$ cat src/ohr_pkg.sv
// Shared types and constants for the overwrite history ring.
// No dependencies; used by every module in src except ohr_ram.
package ohr_pkg;

	localparam int DEPTH_DEF       = 32;
	localparam int RECORD_BITS_DEF = 64;
	localparam int STEP_LIMIT      = 50;
	localparam int WALK_W          = $clog2(STEP_LIMIT + 1);
	localparam int CNT_W           = 5;
	localparam int REC_W           = 64;
	localparam int IN_TDATA_W      = 80;
	localparam int OUT_TDATA_W     = 72;

	typedef enum logic [1:0] {
		OP_ADD   = 2'd0,
		OP_CLEAR = 2'd1,
		OP_READ  = 2'd2
	} op_t;

	typedef struct packed {
		logic add;
		logic clear;
		logic start;
		logic step;
		logic null_load;
	} cmd_t;

	typedef struct packed {
		logic empty;
		logic step_done;
		logic step_any;
		logic pending;
		logic load;
		logic out_free;
	} status_t;

endpackage

$ cat src/ohr_ram.sv
// Generic single-write, single-read RAM with registered read data.
// No dependencies.
module ohr_ram #(
	parameter int WIDTH = 64,
	parameter int DEPTH = 32
) (
	input  logic                     clk,
	input  logic                     we,
	input  logic [$clog2(DEPTH)-1:0] waddr,
	input  logic [WIDTH-1:0]         wdata,
	input  logic                     re,
	input  logic [$clog2(DEPTH)-1:0] raddr,
	output logic [WIDTH-1:0]         rdata
);

	logic [WIDTH-1:0] mem_q [DEPTH];

	always_ff @(posedge clk) begin
		if (we) begin
			mem_q[waddr] <= wdata;
		end
		if (re) begin
			rdata <= mem_q[raddr];
		end
	end

endmodule

$ cat src/ohr_datapath.sv
// Datapath: ring pointers, slot RAM, read walk counters and output register.
// Depends on ohr_pkg and ohr_ram.
module ohr_datapath #(
	parameter int DEPTH       = ohr_pkg::DEPTH_DEF,
	parameter int RECORD_BITS = ohr_pkg::RECORD_BITS_DEF
) (
	input  logic                           clk,
	input  logic                           arst_n,
	input  ohr_pkg::cmd_t                  cmd,
	output ohr_pkg::status_t               status,
	input  logic [ohr_pkg::IN_TDATA_W-1:0] in_data,
	output logic                           m_tvalid,
	input  logic                           m_tready,
	output logic [ohr_pkg::OUT_TDATA_W-1:0] m_tdata,
	output logic                           m_tlast,
	output logic                           m_tuser
);

	localparam int IDX_W  = $clog2(DEPTH);
	localparam int WALK_W = ohr_pkg::WALK_W;
	localparam int CNT_W  = ohr_pkg::CNT_W;
	localparam int REC_W  = ohr_pkg::REC_W;

	logic [IDX_W-1:0]       oldest_q, next_free_q, pos_q;
	logic [WALK_W-1:0]      walk_q;
	logic [CNT_W-1:0]       n_q, skip_q, want_q, room_q;
	logic                   pending_s1, last_s1;
	logic [CNT_W-1:0]       position_s1;
	logic [RECORD_BITS-1:0] rdata;
	logic [REC_W-1:0]       rec_q;
	logic [CNT_W-1:0]       pos_out_q;
	logic                   found_q;

	logic [IDX_W-1:0] free_inc, oldest_inc, addr;
	logic             full, emit, cont, load, out_free;
	logic [CNT_W-1:0] n_next;

	always_comb begin
		free_inc   = (next_free_q == IDX_W'(DEPTH - 1)) ? '0 : next_free_q + IDX_W'(1);
		oldest_inc = (oldest_q == IDX_W'(DEPTH - 1)) ? '0 : oldest_q + IDX_W'(1);
		full       = (free_inc == oldest_q);
		addr       = (pos_q == '0) ? IDX_W'(DEPTH - 1) : pos_q - IDX_W'(1);
		emit       = (walk_q >= WALK_W'(skip_q)) && (n_q < room_q) && (n_q < want_q);
		n_next     = n_q + CNT_W'(emit);
		cont       = (addr != oldest_q)
			&& ((walk_q + WALK_W'(1)) < WALK_W'(ohr_pkg::STEP_LIMIT))
			&& (n_next < room_q) && (n_next < want_q);
		out_free   = !m_tvalid || m_tready;
		load       = pending_s1 && out_free;
	end

	assign status.empty     = (oldest_q == next_free_q);
	assign status.step_done = !cont;
	assign status.step_any  = (n_next != '0);
	assign status.pending   = pending_s1;
	assign status.load      = load;
	assign status.out_free  = out_free;

	ohr_ram #(
		.WIDTH(RECORD_BITS),
		.DEPTH(DEPTH)
	) u_ram (
		.clk  (clk),
		.we   (cmd.add),
		.waddr(next_free_q),
		.wdata(in_data[RECORD_BITS-1:0]),
		.re   (cmd.step),
		.raddr(addr),
		.rdata(rdata)
	);

	always_ff @(posedge clk or negedge arst_n) begin
		if (!arst_n) begin
			oldest_q    <= '0;
			next_free_q <= '0;
			pending_s1  <= 1'b0;
			m_tvalid    <= 1'b0;
		end else begin
			if (cmd.add) begin
				if (full) begin
					oldest_q <= oldest_inc;
				end
				next_free_q <= free_inc;
			end
			if (cmd.clear) begin
				oldest_q <= next_free_q;
			end
			if (cmd.step) begin
				pending_s1 <= emit;
			end else if (load) begin
				pending_s1 <= 1'b0;
			end
			if (load || cmd.null_load) begin
				m_tvalid <= 1'b1;
			end else if (m_tready) begin
				m_tvalid <= 1'b0;
			end
		end
	end

	always_ff @(posedge clk) begin
		if (cmd.start) begin
			pos_q  <= next_free_q;
			walk_q <= '0;
			n_q    <= '0;
			skip_q <= in_data[68:64];
			want_q <= in_data[73:69];
			room_q <= in_data[78:74];
		end
		if (cmd.step) begin
			pos_q       <= addr;
			walk_q      <= walk_q + WALK_W'(1);
			n_q         <= n_next;
			position_s1 <= n_q;
			last_s1     <= !cont;
		end
		if (load) begin
			rec_q     <= REC_W'(rdata);
			pos_out_q <= position_s1;
			m_tlast   <= last_s1;
			found_q   <= 1'b1;
		end else if (cmd.null_load) begin
			rec_q     <= '0;
			pos_out_q <= '0;
			m_tlast   <= 1'b1;
			found_q   <= 1'b0;
		end
	end

	assign m_tdata = {3'b000, pos_out_q, rec_q};
	assign m_tuser = found_q;

endmodule

$ cat src/ohr_ctrl.sv
// Controller: decodes items and sequences the newest-first read walk.
// Depends on ohr_pkg.
module ohr_ctrl (
	input  logic                   clk,
	input  logic                   arst_n,
	input  logic                   s_tvalid,
	output logic                   s_tready,
	input  logic [1:0]             op,
	input  ohr_pkg::status_t       status,
	output ohr_pkg::cmd_t          cmd
);

	typedef enum logic [1:0] {
		ST_IDLE,
		ST_WALK,
		ST_NULL
	} state_t;

	state_t state_q;
	logic   take, can_step, can_null;

	always_comb begin
		s_tready      = (state_q == ST_IDLE);
		take          = s_tvalid && s_tready;
		can_step      = (state_q == ST_WALK) && (!status.pending || status.load);
		can_null      = (state_q == ST_NULL) && !status.pending && status.out_free;
		cmd.add       = take && (op == ohr_pkg::OP_ADD);
		cmd.clear     = take && (op == ohr_pkg::OP_CLEAR);
		cmd.start     = take && (op == ohr_pkg::OP_READ);
		cmd.step      = can_step;
		cmd.null_load = can_null;
	end

	always_ff @(posedge clk or negedge arst_n) begin
		if (!arst_n) begin
			state_q <= ST_IDLE;
		end else begin
			unique case (state_q)
				ST_IDLE: begin
					if (cmd.start) begin
						state_q <= status.empty ? ST_NULL : ST_WALK;
					end
				end
				ST_WALK: begin
					if (can_step && status.step_done) begin
						state_q <= status.step_any ? ST_IDLE : ST_NULL;
					end
				end
				ST_NULL: begin
					if (can_null) begin
						state_q <= ST_IDLE;
					end
				end
				default: state_q <= ST_IDLE;
			endcase
		end
	end

endmodule

$ cat src/overwrite_history_ring.sv
// Top level of the overwrite history ring: stream ports, controller and datapath.
// Depends on ohr_pkg, ohr_ctrl, ohr_datapath (and ohr_ram below it).
//
// A ring of DEPTH slots holding up to DEPTH-1 records; adding to a full ring
// drops the oldest record. A read walks from the newest record toward the
// oldest, one slot per cycle through the single read port of the slot RAM
// while the output is not stalled, for at most min(DEPTH-1, 50) slots.
// The read answer is one result per record (tlast on the final one), or one
// result with found=0 when nothing is returned. New items are taken only
// while no read is in progress; the last result may still wait on the output.
// The slot RAM has no reset and no clearing pass.
module overwrite_history_ring #(
	parameter int DEPTH       = ohr_pkg::DEPTH_DEF,
	parameter int RECORD_BITS = ohr_pkg::RECORD_BITS_DEF
) (
	input  logic                            clk,
	input  logic                            arst_n,
	input  logic                            s_tvalid,
	output logic                            s_tready,
	// record_word[63:0], skip_count[68:64], want_count[73:69], room[78:74]
	input  logic [ohr_pkg::IN_TDATA_W-1:0]  s_tdata,
	// operation[1:0]
	input  logic [1:0]                      s_tuser,
	output logic                            m_tvalid,
	input  logic                            m_tready,
	// out_record[63:0], position[68:64]
	output logic [ohr_pkg::OUT_TDATA_W-1:0] m_tdata,
	output logic                            m_tlast,
	// found[0]
	output logic                            m_tuser
);

	ohr_pkg::cmd_t    cmd;
	ohr_pkg::status_t status;

	ohr_ctrl u_ctrl (
		.clk     (clk),
		.arst_n  (arst_n),
		.s_tvalid(s_tvalid),
		.s_tready(s_tready),
		.op      (s_tuser),
		.status  (status),
		.cmd     (cmd)
	);

	ohr_datapath #(
		.DEPTH      (DEPTH),
		.RECORD_BITS(RECORD_BITS)
	) u_datapath (
		.clk     (clk),
		.arst_n  (arst_n),
		.cmd     (cmd),
		.status  (status),
		.in_data (s_tdata),
		.m_tvalid(m_tvalid),
		.m_tready(m_tready),
		.m_tdata (m_tdata),
		.m_tlast (m_tlast),
		.m_tuser (m_tuser)
	);

endmodule

$ cat config.mk
export PLATFORM = sky130hd
export DESIGN_NAME = overwrite_history_ring
export DESIGN_NICKNAME = d
export VERILOG_FILES = /design/src/ohr_pkg.sv /design/src/ohr_ram.sv /design/src/ohr_datapath.sv /design/src/ohr_ctrl.sv /design/src/overwrite_history_ring.sv
export SDC_FILE = /design/constraint.sdc
export NUM_CORES = 2
export LEC_CHECK = 0
export BUFFER_PORTS_ARGS = -buffer_cell sky130_fd_sc_hd__buf_4
export CORE_MARGIN = 3
export CORE_UTILIZATION = 53
export DETAILED_ROUTE_END_ITERATION = 16
export PLACE_DENSITY = 0.78
export SYNTH_ARGS = -nofsm -noshare
export SYNTH_HDL_FRONTEND = slang
export SYNTH_HIERARCHICAL = 1
export SYNTH_SLANG_ARGS = --single-unit
$ cat constraint.sdc
create_clock -name clk -period 7.4 [get_ports clk]
set_input_delay 0.37 -clock clk [delete_from_list [all_inputs] [get_ports clk]]
set_output_delay 0.37 -clock clk [all_outputs]
set_load 0.005 [all_outputs]
==> Flow_metrics.wiki <==
{| class="wikitable"
! Metric !! Value
|-
| Outcome || completed
|-
| Number of fill cells || 10,046
|-
| CTS Sinks || around 2,200
|-
| Post-synth EDFFs || 2,219
|-
| Setup CP Type || reg -> reg
|-
| Worst Max-Slew Pin Slew || 1.244 ns
|-
| Top-level I/O count || 162
|-
| Number of stages on the worst hold path || 5
|-
| Cell depth of the worst flop-to-flop path || 9
|-
| Vias || 40,983
|-
| Share of the yosys chip area belonging to registers || 78.51%
|-
| Dpl cell area || around 90,000 µm²
|-
| Starting Density || 53.64%
|-
| Max-cap check violation count || 0
|-
| Post-Layout Inst Area || 96,920 µm²
|-
| Global Route Usage Sum || 26.14%
|-
| Number of library cell types mapped by synthesis || 58
|-
| Setup repair after global routing missed its margin || false
|-
| Avg Cell Area, Syn || 24.02 µm²
|-
| Fraction of the mapped netlist area in compound gates || less than 1%
|-
| Post-route ant nets || 0
|-
| Beginning of the worst hold path || s_tvalid
|-
| Launching element type of the critical path || register
|-
| Final Hold Vio Count || 0
|-
| Worst-case vdd ir drop || around 0.38 mV
|-
| Drt wl/cell || 34.78 µm
|-
| Worst Clk Skew || 0.04414 ns
|-
| Relative slew slack || 16.85%
|-
| Number of vias per cell || between 6 and 7
|-
| DP Worst Slack || 2.921 ns
|-
| Launch point of the worst path || u_datapath/pos_q[0]
|-
| Dominant combinational cell family by area after synthesis || multiplexers
|-
| Flops & latches, synth || 2,234
|-
| First-pass GRT wire length || 311,100 µm
|-
| Post-synthesis simple-gate area fraction || 1.400%
|-
| Share of synthesized area spent on multiplexers || 17.39%
|-
| Maximum achievable frequency || ~0.22 GHz
|-
| Pin count of the biggest net entering global routing || 149
|-
| Die height || between 400 and 500 µm
|-
| RR Startpoint || u_datapath/pos_q[0]
|-
| Sum of negative setup slack || 0 ns
|-
| Crit path time final || 4.499 ns
|-
| # rows || ~150
|-
| Most frequent cell after synthesis || sky130_fd_sc_hd__edfxtp_1
|-
| Final slew viol count || 0
|-
| Via count of the first global-routing pass || 42,777
|-
| Global route overflow || 0
|-
| Port Buf Inserts || 157
|-
| Share of the cycle needed by the critical path after routing || between 60% and 70%
|-
| Setup-violating endpoint count in the final report || 0
|-
| Number of antenna violations at the first check in global routing || 12
|-
| Final Net Count || 4,003
|-
| Ratio of cells with drive above 1 in the final layout || between 30 and 40%
|-
| Maximum fanout along the worst path || 64
|-
| Routed wire length || 216,100 µm
|-
| Count of synthesis-stage warnings from yosys || 6
|-
| Total leakage power || roughly 31 nW
|-
| Clock-pin slew reported for the worst setup and hold paths after clock tree synthesis || 0.06 ns
|-
| DRC violations left || 0
|-
| Post-cts gate resize count || 0
|-
| Most used standard cells in the synthesized netlist || sky130_fd_sc_hd__edfxtp_1 (2,219), sky130_fd_sc_hd__mux4_2 (602), sky130_fd_sc_hd__clkbuf_1 (76), sky130_fd_sc_hd__mux2_2 (76), sky130_fd_sc_hd__and3_1 (71)
|-
| Share of flip-flops with an asynchronous set or reset || 0.6267%
|-
| WHS Endpoint || u_datapath/oldest_q[4]
|-
| Main synth FF type || sky130_fd_sc_hd__edfxtp_1
|-
| Power per Cell Area || 362.4 nW/µm²
|-
| Mapped cell area || 85,340 µm²
|-
| Die footprint || 165,900 µm²
|-
| Synth Area in Adders || 0.4252%
|-
| Clock tree from TritonCTS || done
|-
| TritonCTS buffer count || 208
|-
| Cell count after synthesis || about 3,600
|-
| Number of optimization iterations in the first detailed-route pass || 5
|-
| Xor/xnor cell area share of the yosys netlist || 0.2360%
|-
| P&R area growth vs syn || 13.56%
|-
| Deepest clock path buffer count || 3
|-
| Global placer's final weighted congestion || 0.7687
|-
| Share of the synthesized area in the top cell type || 78.08%
|-
| Arrival time at the worst endpoint || 5.09 ns
|-
| Floorplan die width || roughly 410 µm
|-
| Worst-case setup margin in the final layout || 2.901 ns
|-
| Number of levels the H-tree was split into || 4
|-
| Most area-consuming cells after synthesis || sky130_fd_sc_hd__edfxtp_1 (78%), sky130_fd_sc_hd__mux4_2 (16%), sky130_fd_sc_hd__mux2_2 (1.0%)
|-
| Required time reported for the critical path endpoint || 7.99 ns
|-
| Clock latency of the later-clocked register in the worst-skew pair || around 0.86 ns
|-
| Worst hold path class || in -> reg
|-
| Area of the placeable core || between 150,000 and 200,000 µm²
|-
| Post-detail-place hpwl || 95,200 µm
|-
| Cell type contributing the most total cell area after synthesis || sky130_fd_sc_hd__edfxtp_1
|-
| Initial DRC count || 6,008
|-
| Critical register-to-register path endpoint || u_datapath/u_ram/rdata[33]
|-
| Setup slack of the worst register-to-register path || 2.90 ns
|-
| Cell at the root of the clock tree || sky130_fd_sc_hd__clkbuf_16
|-
| Worst setup EP type || register
|}
[layer usage]
layer | part of all wire, % | global-route usage (%) | wire length, µm | vias to the layer above
li1 | - | - | - | 15879
met1 | 34 | 34.78 | 74450 | 21520
met4 | 3.9 | 9.739 | 8394 | 0
met2 | 50 | 42.64 | 107900 | 3045
met3 | 12 | 6.149 | 25340 | 539
met5 | 0 | 0 | 0 | -
[registers in the layout, indices dropped and copies added (netlist names), 2 cells and up]
| name | cells |
|---|---|
| u_datapath/want_q | 5 |
| u_datapath/next_free_q | 5 |
| u_datapath/u_ram/rdata | 64 |
| u_datapath/n_q | 5 |
| u_datapath/u_ram/mem_q | 2048 |
| u_ctrl/state_q | 2 |
| u_datapath/room_q | 5 |
| u_datapath/skip_q | 5 |
| u_datapath/walk_q | 6 |
| u_datapath/pos_out_q | 5 |
| u_datapath/position_s1 | 5 |
| u_datapath/pos_q | 5 |
| u_datapath/rec_q | 64 |
| u_datapath/oldest_q | 5 |
[critical path, stage by stage, from the launching register on]
cell and delay [ns]:
sky130_fd_sc_hd__edfxtp_1 0.46, sky130_fd_sc_hd__inv_1 0.11, sky130_fd_sc_hd__ha_1 0.21, sky130_fd_sc_hd__nand2b_1 0.12, sky130_fd_sc_hd__o31ai_4 0.73, sky130_fd_sc_hd__buf_12 0.48, sky130_fd_sc_hd__buf_12 0.52, sky130_fd_sc_hd__mux4_2 0.63
sky130_fd_sc_hd__mux4_2 0.53, sky130_fd_sc_hd__mux2_2 0.29
[kinds of logic after synthesis]
group                    count (synthesis)
XOR/XNOR                                23
AND/OR/NAND/NOR                        221
flip-flops                            2234
AO/OA/AOI/OAI                          102
adder cells (fa/ha/maj)                 29
other                                    1
buffers and inverters                  222
multiplexers                           721
[cells in the final DEF, fill, tap and decap left out, types with 4 or more instances in the layout]
| cell type | instances |
|---|---|
| sky130_fd_sc_hd__a211oi_1 | 5 |
| sky130_fd_sc_hd__ha_1 | 29 |
| sky130_fd_sc_hd__inv_1 | 26 |
| sky130_fd_sc_hd__clkbuf_16 | 210 |
| sky130_fd_sc_hd__edfxtp_1 | 2219 |
| sky130_fd_sc_hd__o2bb2ai_1 | 4 |
| sky130_fd_sc_hd__a221oi_1 | 12 |
| sky130_fd_sc_hd__o211ai_1 | 4 |
| sky130_fd_sc_hd__bufinv_16 | 13 |
| sky130_fd_sc_hd__and2_1 | 8 |
| sky130_fd_sc_hd__nand2_1 | 16 |
| sky130_fd_sc_hd__dfrtp_1 | 13 |
| sky130_fd_sc_hd__nand3_1 | 11 |
| sky130_fd_sc_hd__a21o_1 | 4 |
| sky130_fd_sc_hd__mux2i_1 | 43 |
| sky130_fd_sc_hd__dlygate4sd3_1 | 84 |
| sky130_fd_sc_hd__mux4_2 | 602 |
| sky130_fd_sc_hd__o22ai_1 | 12 |
| sky130_fd_sc_hd__a22oi_1 | 4 |
| sky130_fd_sc_hd__and3_1 | 71 |
| sky130_fd_sc_hd__nor2_1 | 35 |
| sky130_fd_sc_hd__nand3b_1 | 5 |
| sky130_fd_sc_hd__a21oi_1 | 7 |
| sky130_fd_sc_hd__nor2_4 | 32 |
| sky130_fd_sc_hd__xor2_1 | 11 |
| sky130_fd_sc_hd__mux2_2 | 76 |
| sky130_fd_sc_hd__nor2b_1 | 6 |
| sky130_fd_sc_hd__clkinv_1 | 48 |
| sky130_fd_sc_hd__nand2b_1 | 10 |
| sky130_fd_sc_hd__clkinv_16 | 5 |
| sky130_fd_sc_hd__xnor2_1 | 12 |
| sky130_fd_sc_hd__buf_12 | 30 |
| sky130_fd_sc_hd__diode_2 | 6 |
| sky130_fd_sc_hd__clkinv_2 | 42 |
| sky130_fd_sc_hd__inv_6 | 7 |
| sky130_fd_sc_hd__o21ai_0 | 26 |
| sky130_fd_sc_hd__clkbuf_1 | 52 |
| sky130_fd_sc_hd__a21boi_0 | 4 |
| sky130_fd_sc_hd__buf_4 | 200 |
| sky130_fd_sc_hd__nor3_1 | 4 |
[power by group]
part	total [mW]	leakage, nW	switching [mW]	internal [mW]
Clock	10.4	3.20	4.67	5.70
Combinational	9.85	7.26	4.99	4.86
Sequential	14.9	20.2	0.295	14.6
[per-stage QoR]
stage               util (%)  hold WS (ns)  power, mW  cells
finish                 60.91        0.1088      35.12   6213
floorplan                  -       0.07441      22.19   3555
CTS                    60.90       0.02537      35.27   6207
detailed placement     56.27        0.2471      24.72   5740
global route           60.90       0.09105      36.25   6208
global placement       56.27        0.2415      24.54   5740
[timing repair]
| item | 4_1_cts | 5_1_grt |
|---|---|---|
| endpoints found under the hold margin | 2085 | 0 |
| hold buffers | 84 | 0 |
| setup buffers | 0 | 0 |
[how the worst max path moves through the flow]
stage                               endpoint  slack (ns)  cells after the start
5_1_grt           u_datapath/u_ram/rdata[32]        2.69                      9
6_report          u_datapath/u_ram/rdata[33]        2.90                      9
4_1_cts           u_datapath/u_ram/rdata[26]        2.90                      9
2_1_floorplan  u_datapath/u_ram/mem_q[20][0]        2.29                      6
3_5_place_dp      u_datapath/u_ram/rdata[23]        2.92                      9
3_3_place_gp      u_datapath/u_ram/rdata[23]        3.00                      9
[area by class of cell]
type                            count  area (µm²)  share of cell area, %
Sequential cell                  2234       67010                  69.14
Multi-Input combinational cell   1099       17590                  18.15
Clock buffer                      263        5464                  5.638
Timing Repair Buffer              314        2943                  3.036
Tap cell                         2146        2685                  2.771
Clock inverter                    120        1071                  1.105
Inverter                           31       137.6                 0.1420
Antenna cell                        6       15.01                0.01549
(Power assumes the default switching activity.)
